`config.mk`:
```
export PLATFORM = sky130hd
export DESIGN_NAME = grid_max_path_sum_core
export DESIGN_NICKNAME = d
export VERILOG_FILES = /design/src/rtl/gmps_pkg.sv /design/src/rtl/gmps_col_store.sv /design/src/rtl/grid_max_path_sum_core.sv
export SDC_FILE = /design/constraint.sdc
export NUM_CORES = 2
export LEC_CHECK = 0
export CAP_MARGIN = 20
export CORE_ASPECT_RATIO = 0.8
export CORE_MARGIN = 2
export CORE_UTILIZATION = 30
export CTS_BUF_LIST = sky130_fd_sc_hd__clkbuf_8
export CTS_CLUSTER_DIAMETER = 200
export DETAILED_ROUTE_END_ITERATION = 10
export DONT_BUFFER_PORTS = 1
export HOLD_SLACK_MARGIN = 0.02
export SLEW_MARGIN = 25
export SYNTH_ARGS = -nofsm -noshare
export SYNTH_HDL_FRONTEND = slang
export SYNTH_HIERARCHICAL = 1
export SYNTH_SLANG_ARGS = --single-unit
```
`constraint.sdc`:
```
create_clock -name aclk -period 13.3 [get_ports aclk]
set_input_delay 0.665 -clock aclk [delete_from_list [all_inputs] [get_ports aclk]]
set_output_delay 0.665 -clock aclk [all_outputs]
set_load 0.05 [all_outputs]
```
`src/rtl/gmps_pkg.sv`:
```
`default_nettype none

package gmps_pkg;

    localparam int MAX_ROWS = 32;
    localparam int MAX_COLS = 4096;

    localparam int ROW_W = (MAX_ROWS > 1) ? $clog2(MAX_ROWS) : 1;
    localparam int COL_W = (MAX_COLS > 1) ? $clog2(MAX_COLS) : 1;

    localparam int GOLD_W     = 16;
    localparam int SUM_W      = 28;
    localparam int BEST_ROW_W = 5;
    localparam int TIE_W      = 32;

    localparam int NROWS_W = 6;
    localparam int NCOLS_W = 13;
    localparam int CFG_W   = 13;
    localparam int CFG_AW  = 1;

    typedef enum logic [CFG_AW-1:0] {
        REG_NUM_ROWS = 1'b0,
        REG_NUM_COLS = 1'b1
    } cfg_reg_t;

    // write side of the column store
    typedef struct packed {
        logic             en;
        logic [ROW_W-1:0] addr;
        logic [SUM_W-1:0] data;
    } gmps_wr_t;

endpackage

`default_nettype wire

```
`src/rtl/gmps_col_store.sv`:
```
`default_nettype none

module gmps_col_store (
    input  wire logic                           aclk,
    input  wire gmps_pkg::gmps_wr_t             wr,
    input  wire logic [gmps_pkg::ROW_W-1:0]     rd_addr_a,
    input  wire logic [gmps_pkg::ROW_W-1:0]     rd_addr_b,
    output logic      [gmps_pkg::SUM_W-1:0]     rd_data_a,
    output logic      [gmps_pkg::SUM_W-1:0]     rd_data_b
);

    logic [gmps_pkg::SUM_W-1:0] mem [gmps_pkg::MAX_ROWS];

    always_ff @(posedge aclk) begin
        if (wr.en) begin
            mem[wr.addr] <= wr.data;
        end
    end

    // registered reads; a same-cycle write to the read address is forwarded
    always_ff @(posedge aclk) begin
        if (wr.en && (wr.addr == rd_addr_a)) begin
            rd_data_a <= wr.data;
        end else begin
            rd_data_a <= mem[rd_addr_a];
        end
        if (wr.en && (wr.addr == rd_addr_b)) begin
            rd_data_b <= wr.data;
        end else begin
            rd_data_b <= mem[rd_addr_b];
        end
    end

endmodule

`default_nettype wire

```
`src/rtl/grid_max_path_sum_core.sv`:
```
// The result is on m_* in the cycle after the transfer of the grid's final cell.
// Throughput: one cell per cycle; s_ready drops only while a result waits on m_ready.
// The column store is read one row ahead, so back-to-back cells see fresh neighbor sums.
// Reset (aresetn low, synchronous): position, running maximum and output valid clear,
// num_rows and num_cols return to 1; the column store is not cleared.
`default_nettype none

module grid_max_path_sum_core (
    input  wire logic                                aclk,
    input  wire logic                                aresetn,

    input  wire logic                                cfg_we,
    input  wire logic [gmps_pkg::CFG_AW-1:0]         cfg_addr,
    input  wire logic [gmps_pkg::CFG_W-1:0]          cfg_wdata,

    input  wire logic                                s_valid,
    output logic                                     s_ready,
    input  wire logic [gmps_pkg::GOLD_W-1:0]         s_gold,

    output logic                                     m_valid,
    input  wire logic                                m_ready,
    output logic      [gmps_pkg::SUM_W-1:0]          m_best_total,
    output logic      [gmps_pkg::BEST_ROW_W-1:0]     m_best_row,
    output logic      [gmps_pkg::TIE_W-1:0]          m_tied_rows
);

    logic [gmps_pkg::NROWS_W-1:0]    num_rows_reg;
    logic [gmps_pkg::NCOLS_W-1:0]    num_cols_reg;

    logic [gmps_pkg::ROW_W-1:0]      row_reg, row_next;
    logic [gmps_pkg::COL_W-1:0]      col_reg, col_next;
    logic [gmps_pkg::SUM_W-1:0]      above_reg;
    logic [gmps_pkg::SUM_W-1:0]      best_reg, best_next;
    logic [gmps_pkg::ROW_W-1:0]      best_row_reg, best_row_next;
    logic [gmps_pkg::TIE_W-1:0]      ties_reg, ties_next;
    logic                            m_valid_reg;
    logic [gmps_pkg::SUM_W-1:0]      m_best_total_reg;
    logic [gmps_pkg::BEST_ROW_W-1:0] m_best_row_reg;
    logic [gmps_pkg::TIE_W-1:0]      m_tied_rows_reg;

    logic [gmps_pkg::ROW_W-1:0]      rows_m1;
    logic [gmps_pkg::COL_W-1:0]      cols_m1;
    logic                            last_row, last_col, has_below, finish;
    logic                            s_fire;
    logic [gmps_pkg::SUM_W-1:0]      same_sum, below_sum, pick, sum;
    logic [gmps_pkg::TIE_W-1:0]      row_mask;
    logic [gmps_pkg::ROW_W-1:0]      rd_addr_b;
    gmps_pkg::gmps_wr_t              wr;

    assign s_ready = !m_valid_reg || m_ready;
    assign s_fire  = s_valid && s_ready;

    // out-of-range counts act as the nearest legal value
    always_comb begin
        if (num_rows_reg == '0) begin
            rows_m1 = '0;
        end else if (32'(num_rows_reg) > gmps_pkg::MAX_ROWS) begin
            rows_m1 = gmps_pkg::ROW_W'(gmps_pkg::MAX_ROWS - 1);
        end else begin
            rows_m1 = gmps_pkg::ROW_W'(num_rows_reg - 1'b1);
        end
        if (num_cols_reg == '0) begin
            cols_m1 = '0;
        end else if (32'(num_cols_reg) > gmps_pkg::MAX_COLS) begin
            cols_m1 = gmps_pkg::COL_W'(gmps_pkg::MAX_COLS - 1);
        end else begin
            cols_m1 = gmps_pkg::COL_W'(num_cols_reg - 1'b1);
        end
    end

    assign last_row  = row_reg >= rows_m1;
    assign last_col  = col_reg >= cols_m1;
    assign has_below = row_reg < rows_m1;
    assign finish    = last_row && last_col;

    always_comb begin
        pick = same_sum;
        if ((row_reg != '0) && (above_reg > pick)) begin
            pick = above_reg;
        end
        if (has_below && (below_sum > pick)) begin
            pick = below_sum;
        end
        if (col_reg == '0) begin
            sum = gmps_pkg::SUM_W'(s_gold);
        end else begin
            sum = gmps_pkg::SUM_W'(s_gold) + pick;
        end
    end

    assign row_mask = gmps_pkg::TIE_W'(1) << row_reg;

    always_comb begin
        best_next     = best_reg;
        best_row_next = best_row_reg;
        ties_next     = ties_reg;
        if (last_col) begin
            if (row_reg == '0) begin
                best_next     = sum;
                best_row_next = '0;
                ties_next     = row_mask;
            end else if (sum > best_reg) begin
                best_next     = sum;
                best_row_next = row_reg;
                ties_next     = row_mask;
            end else if (sum == best_reg) begin
                ties_next     = ties_reg | row_mask;
            end
        end
    end

    always_comb begin
        row_next = row_reg;
        col_next = col_reg;
        if (s_fire) begin
            if (last_row) begin
                row_next = '0;
                col_next = last_col ? '0 : col_reg + 1'b1;
            end else begin
                row_next = row_reg + 1'b1;
            end
        end
    end

    // read ahead at the row of the next cell and at the row below it
    assign rd_addr_b = row_next + 1'b1;
    assign wr        = {s_fire, row_reg, sum};

    gmps_col_store u_store (
        .aclk      (aclk),
        .wr        (wr),
        .rd_addr_a (row_next),
        .rd_addr_b (rd_addr_b),
        .rd_data_a (same_sum),
        .rd_data_b (below_sum)
    );

    always_ff @(posedge aclk) begin
        if (!aresetn) begin
            num_rows_reg <= gmps_pkg::NROWS_W'(1);
            num_cols_reg <= gmps_pkg::NCOLS_W'(1);
            row_reg      <= '0;
            col_reg      <= '0;
            above_reg    <= '0;
            best_reg     <= '0;
            best_row_reg <= '0;
            ties_reg     <= '0;
            m_valid_reg  <= 1'b0;
        end else begin
            if (cfg_we) begin
                case (gmps_pkg::cfg_reg_t'(cfg_addr))
                    gmps_pkg::REG_NUM_ROWS: begin
                        num_rows_reg <= cfg_wdata[gmps_pkg::NROWS_W-1:0];
                    end
                    gmps_pkg::REG_NUM_COLS: begin
                        num_cols_reg <= cfg_wdata[gmps_pkg::NCOLS_W-1:0];
                    end
                    default: begin
                    end
                endcase
            end
            row_reg <= row_next;
            col_reg <= col_next;
            if (s_fire) begin
                above_reg <= same_sum;
                if (finish) begin
                    best_reg     <= '0;
                    best_row_reg <= '0;
                    ties_reg     <= '0;
                end else begin
                    best_reg     <= best_next;
                    best_row_reg <= best_row_next;
                    ties_reg     <= ties_next;
                end
            end
            if (s_fire && finish) begin
                m_valid_reg <= 1'b1;
            end else if (m_ready) begin
                m_valid_reg <= 1'b0;
            end
        end
    end

    // hold the result until its transfer
    always_ff @(posedge aclk) begin
        if (s_fire && finish) begin
            m_best_total_reg <= best_next;
            m_best_row_reg   <= gmps_pkg::BEST_ROW_W'(best_row_next);
            m_tied_rows_reg  <= ties_next;
        end
    end

    assign m_valid      = m_valid_reg;
    assign m_best_total = m_best_total_reg;
    assign m_best_row   = m_best_row_reg;
    assign m_tied_rows  = m_tied_rows_reg;

endmodule

`default_nettype wire

```
After elaboration in Yosys (flattened, before gate mapping)
Memories as Yosys holds them, arrays and structs flattened. A register that Yosys moved wholly into a read port is not among the register bits.
Index checks and enable logic that the tools add are counted.
Widths: inputs -> output; s select.
{ "op_classes": {"n_addsub": 6, "order_cmp": 8, "n_eq_ne": 1, "n_shift": 1, "mux": 27, "bitwise": 2, "n_reduce_logical": 16} }
{ "op_table": {"columns": ["op", "n"], "rows": [
  ["$mux 28", 7],
  ["$mux 32", 5],
  ["$gt 28x28->1", 3],
  ["$mux 5", 8],
  ["$mux 12", 3],
  ["$or 32x32->32", 1],
  ["$shl 1x5->32 const A", 1],
  ["$add 16x28->28", 1],
  ["$eq 28x28->1", 1],
  ["$gt 13x13->1 const B", 1],
  ["$logic_not 13->1", 1],
  ["$add 12x1->12 const B", 1],
  ["$ge 12x12->1", 1],
  ["$logic_not 12->1", 1],
  ["$sub 12x1->12 const B", 1],
  ["$add 5x1->5 const B", 2],
  ["$gt 6x6->1 const B", 1],
  ["$logic_not 6->1", 1],
  ["$reduce_and 2->1", 3],
  ["$ge 5x5->1", 1],
  ["$logic_and 1x1->1", 5],
  ["$logic_not 5->1", 1],
  ["$lt 5x5->1", 1],
  ["$reduce_bool 5->1", 1],
  ["other kinds (6)", 9]
]} }
{ "totals": {"register_bits": 195, "ram_bits": 896, "inputBits": 35, "memories": 1} }
{ "memory_table": {"columns": ["memory", "words", "width", "read_ports", "rd_ports_with_merged_regs", "write_ports", "line", "text"], "rows": [
  ["u_store.mem", 32, 28, 2, 2, 1, "gmps_col_store.sv:12", "logic [gmps_pkg::SUM_W-1:0] mem [gmps_pkg::MAX_ROWS];"]
]} }

Depth between registers and ports, before layout
{ "logic_depth": {"depth_word": 14, "ltp_mapped": 52, "depth_no_buf": 43} }

Modules after synthesis
Netlist, hierarchy kept.
{ "by_module_without_submodules": {"columns": ["mod", "instances", "cells_each", "area_each_um2", "seq_area_each_um2"], "rows": [
  ["gmps_col_store", 1, 2980, 42862.4, 27106.0],
  ["grid_max_path_sum_core", 1, 1494, 13060.0, 4554.4]
]} }

Worst setup path before layout
OpenSTA, ideal clock, no wires.
{ "synth_timing": {"path_type": "reg-to-reg", "start": "reg (tool-made name)", "end": "reg best_reg[23] (netlist bit)", "setup_ps": 82, "arrival_time_ps": 11164, "setup_slack_ps": 2053, "path_stages_with_launch": 49, "synth_period_minus_slack_ps": 11247, "path_cell_list": "dfxtp_1 > buf_4 > buf_6 > buf_4 > buf_4 > mux2i_1 > nand2_1 > nand3_1 > nand3_1 > inv_1 > ha_1 > nand4_1 > nor3_1 > a221o_1 > o21a_4 > nor2_2 > buf_6 > buf_4 > (+13 left out) > a211oi_1 > o21ai_0 > a31o_2 > a221o_1 > a21oi_1 > xor2_1 > o21ai_0 > ha_1 > and4_1 > nand4_1 > or4_1 > a21boi_0 > a21bo_2 > a21oi_1 > buf_4 > nand4_1 > or2_2 > o221ai_1"} }
{ "synth_lines": {"columns": ["item", "line", "text"], "rows": [
  ["end signal: assignment", "grid_max_path_sum_core.sv:171", "best_reg <= best_next;"],
  ["end: declaration", "grid_max_path_sum_core.sv:33", "logic [gmps_pkg::SUM_W-1:0] best_reg, best_next;"]
]} }

==> results.sh <==
export IMPL_cts_buffers_inserted=168
export IMPL_core_rowCount=141
export IMPL_die_h_um=390
export IMPL_cap_violations=0
export IMPL_hold_path_class="in -> reg"
export IMPL_finalClockSkew_ns=0.0577
export IMPL_initial_core_util_pct=30.2
export IMPL_drv_slew=0
export IMPL_largest_reg_flops=896
export IMPL_rr_worst_depth=42
export IMPL_ys_ff_latch=1101
export IMPL_rsz0062_at_grt="yes"
export IMPL_cp_end_kind="flop"
export IMPL_synth_area_per_cell_sq_um=12.5
export IMPL_drc=0
export IMPL_worst_slew_pin_slew_ns=1.14
export IMPL_final_setup_viol_count=0
export IMPL_setup_worst_path_end="ties_reg[17]"
export IMPL_cp_arrival_ns=13.72
export IMPL_crit_path_start_kind="flop"
export IMPL_netlist_top_cells_area="edfxtp_1, mux2i_1, dfxtp_1, a22oi_1, ha_1"
export IMPL_critical_path_slowest_cell="nor3b_2"
export IMPL_final_util_pct=33.9
export IMPL_rr_endpoint="ties_reg[17]"
export IMPL_ys_types=83
export IMPL_h_tree_depth=4
export IMPL_dp_cells=6776
export IMPL_wl_per_cell_um=25.2
export IMPL_firstDrtPassIters=6
export IMPL_vias=39000
export IMPL_async_flop_share_pct=0
export IMPL_ys_flop_type="edfxtp_1"
export IMPL_status="finished, final reports clean"
export IMPL_leakage_nw=21.0
export IMPL_tns_ns=0
export IMPL_cts_path_max_buffers=3
export IMPL_track_usage_pct=18.3
export IMPL_dieArea_sq_um=190000
export IMPL_via_per_inst=5.49
export IMPL_yosys_area_share_simple_pct=7.96
export IMPL_layout_setup_ws_ns=0.394
export IMPL_place_congestion=0.890
export IMPL_synth_compound_area_share_pct=11.0
export IMPL_clk_latency_ns=0.91
export IMPL_wl_mm=179
export IMPL_port_buffers=0
export IMPL_synth_top_cell_area_share_pct=51.6
export IMPL_grt_overflow=0
export IMPL_r2r_slack_ns=0.39
export IMPL_path_max_fanout=75
export IMPL_cts_root_buf="clkbuf_8"
export IMPL_first_iter_violations=3869
export IMPL_drive_gt1_share_pct=11.0
export IMPL_clock_sinks=1101
export IMPL_finalNonFillerCells=7097
export IMPL_netlist_area_sq_um=55900
export IMPL_hpwl_mm=108
export IMPL_area_growth_pct=12.1
export IMPL_grt_pass1_vias=38200
export IMPL_yosys_warnings=6
export IMPL_synth_edf_count=961
export IMPL_hold_viol=0
export IMPL_muxShareOfSynthArea_pct=17.1
export IMPL_ys_seq_area_share_pct=56.6
export IMPL_slowest_delay_ns=0.56
export IMPL_die_w_um=487
export IMPL_cts_tree="built"
export IMPL_powerDensity_nw_per_um2=172
export IMPL_finalCritPeriodShare_pct=97.0
export IMPL_yosysTopAreaCell="edfxtp_1"
export IMPL_final_nets=4699
export IMPL_synth_top_family_by_area="multiplexers"
export IMPL_preCtsSetupSlack_ns=0.799
export IMPL_fmax_mhz=77.5
export IMPL_slew_headroom_pct=24.3
export IMPL_crit_top_cell="ha_1"
export IMPL_worstPathRequired_ns=14.11
export IMPL_synthAdderAreaFrac_pct=3.02
export IMPL_synthXorXnorAreaFrac_pct=0.830
export IMPL_grt_start_max_net_pins=123
export IMPL_coreArea_sq_um=185000
export IMPL_synth_cells=4474
export IMPL_peakVddDrop_v=0.000121
export IMPL_drtAntennaViolNets=0
export IMPL_crit_type="reg -> reg"
export IMPL_synth_nets=4640
export IMPL_ioPinCount=102
export IMPL_clk_pin_slew_worst_paths_ns=0.07
export IMPL_antenna_found_initial=3
export IMPL_grt_pass1_wl_mm=259
export IMPL_min_period_ns=12.91
-- timing repair --
item                       4_1_cts  5_1_grt
setup endpoints to repair        0      127
hold endpoints to repair       120        0
buffers inserted                 0        0
resized for setup                0        9
hold buffers                    16        0
-- cells in the mapped netlist (20+ instances only) --
cell and n:
o21ai_0 53, a21o_1 25, a22o_1 119, a22oi_1 219, buf_4 61, inv_1 90
buf_6 25, xor2_1 22, ha_1 130, buf_1 23, nor2b_1 46, nor2_1 134
xnor2_1 31, a31oi_1 60, edfxtp_1 961, dfxtp_1 140, buf_2 82, nand3_1 207
a21oi_1 268, nor3_1 80, and2_1 21, mux2i_1 929, clkbuf_1 99, nand2_1 360
a21boi_0 66, nand4_1 20
-- cell type report --
cell class                 instances  area [sq um]
fill                           18100        122000
sequential                      1101         31700
multi-input combinational       2994         22800
tap                             2431          3040
clock buffer                     180          2480
timing repair buffer             177          1660
clock inverter                   118           664
inverter                          91           342
antenna                            5          12.5
-- routing by layer --
| layer | share of wire, % | global-route usage (%) | vias up |
|---|---|---|---|
| li1 | - | - | 17300 |
| met1 | 45 | 26.5 | 19700 |
| met2 | 44 | 27.3 | 1717 |
| met3 | 8.7 | 3.65 | 299 |
| met4 | 2.6 | 5.90 | 0 |
| met5 | 0 | 0 | - |
-- report_power, final --
part	total, W	switching [W]	internal, W
clock network	0.00275	0.00139	0.00136
logic	0.00378	0.00246	0.00132
registers	0.00424	0.0000907	0.00414
-- critical path, delay by kind of cell, from the launching register on --
family / cells / cell delay (ns)
simple gates: 16 / 4.42
compound gates: 13 / 4.00
fa+ha+maj: 5 / 1.59
buf+inv: 4 / 1.11
mux: 3 / 0.78
flops: 1 / 0.48
xor+xnor: 1 / 0.26
-- cell families after synthesis --
group,count (synthesis)
compound gates,906
simple gates,949
mux,949
xor+xnor,53
fa+ha+maj,135
buf+inv,381
flops,1101
-- metrics by stage --
stage | hold WS [ns] | total power [W] | cell area [sq um]
CTS | 0.0863 | 0.0107 | 62600
floorplan | 0.436 | 0.00680 | 55900
detailed placement | 0.460 | 0.00795 | 59300
global placement | 0.448 | 0.00792 | 59300
global route | 0.184 | 0.0112 | 62700
finish | 0.179 | 0.0108 | 62700
-- placed cells by master, fill, tap and decap left out, types with 16 or more instances in the layout --
master and count:
nand4_1 20, inv_1 138, nor2_4 37, nand3_1 207
buf_12 22, xor2_1 22, clkinv_1 39, nand2_1 357
o21ai_0 46, and2_1 19, a21oi_1 262, nor3_1 80
buf_4 139, a22o_1 119, xnor2_1 30, edfxtp_1 961
nor2b_1 42, a22oi_1 219, mux2_2 16, dfxtp_1 138
clkbuf_8 180, mux2i_1 929, a21o_1 24, nor2_1 88
ha_1 130, a31oi_1 59, a21boi_0 66
-- worst min path at each step --
stage | startpoint | slack (ns) | depth (start not counted) | end
CTS | aresetn | 0.09 | 2 | col_reg[11]
finish | aresetn | 0.18 | 2 | col_reg[3]
global route | aresetn | 0.18 | 2 | col_reg[3]
global placement | ties_reg[30] | 0.45 | 2 | ties_reg[30]
floorplan | ties_reg[30] | 0.44 | 2 | ties_reg[30]
detailed placement | best_row_reg[4] | 0.46 | 2 | best_row_reg[4]
(Power assumes the default switching activity.)
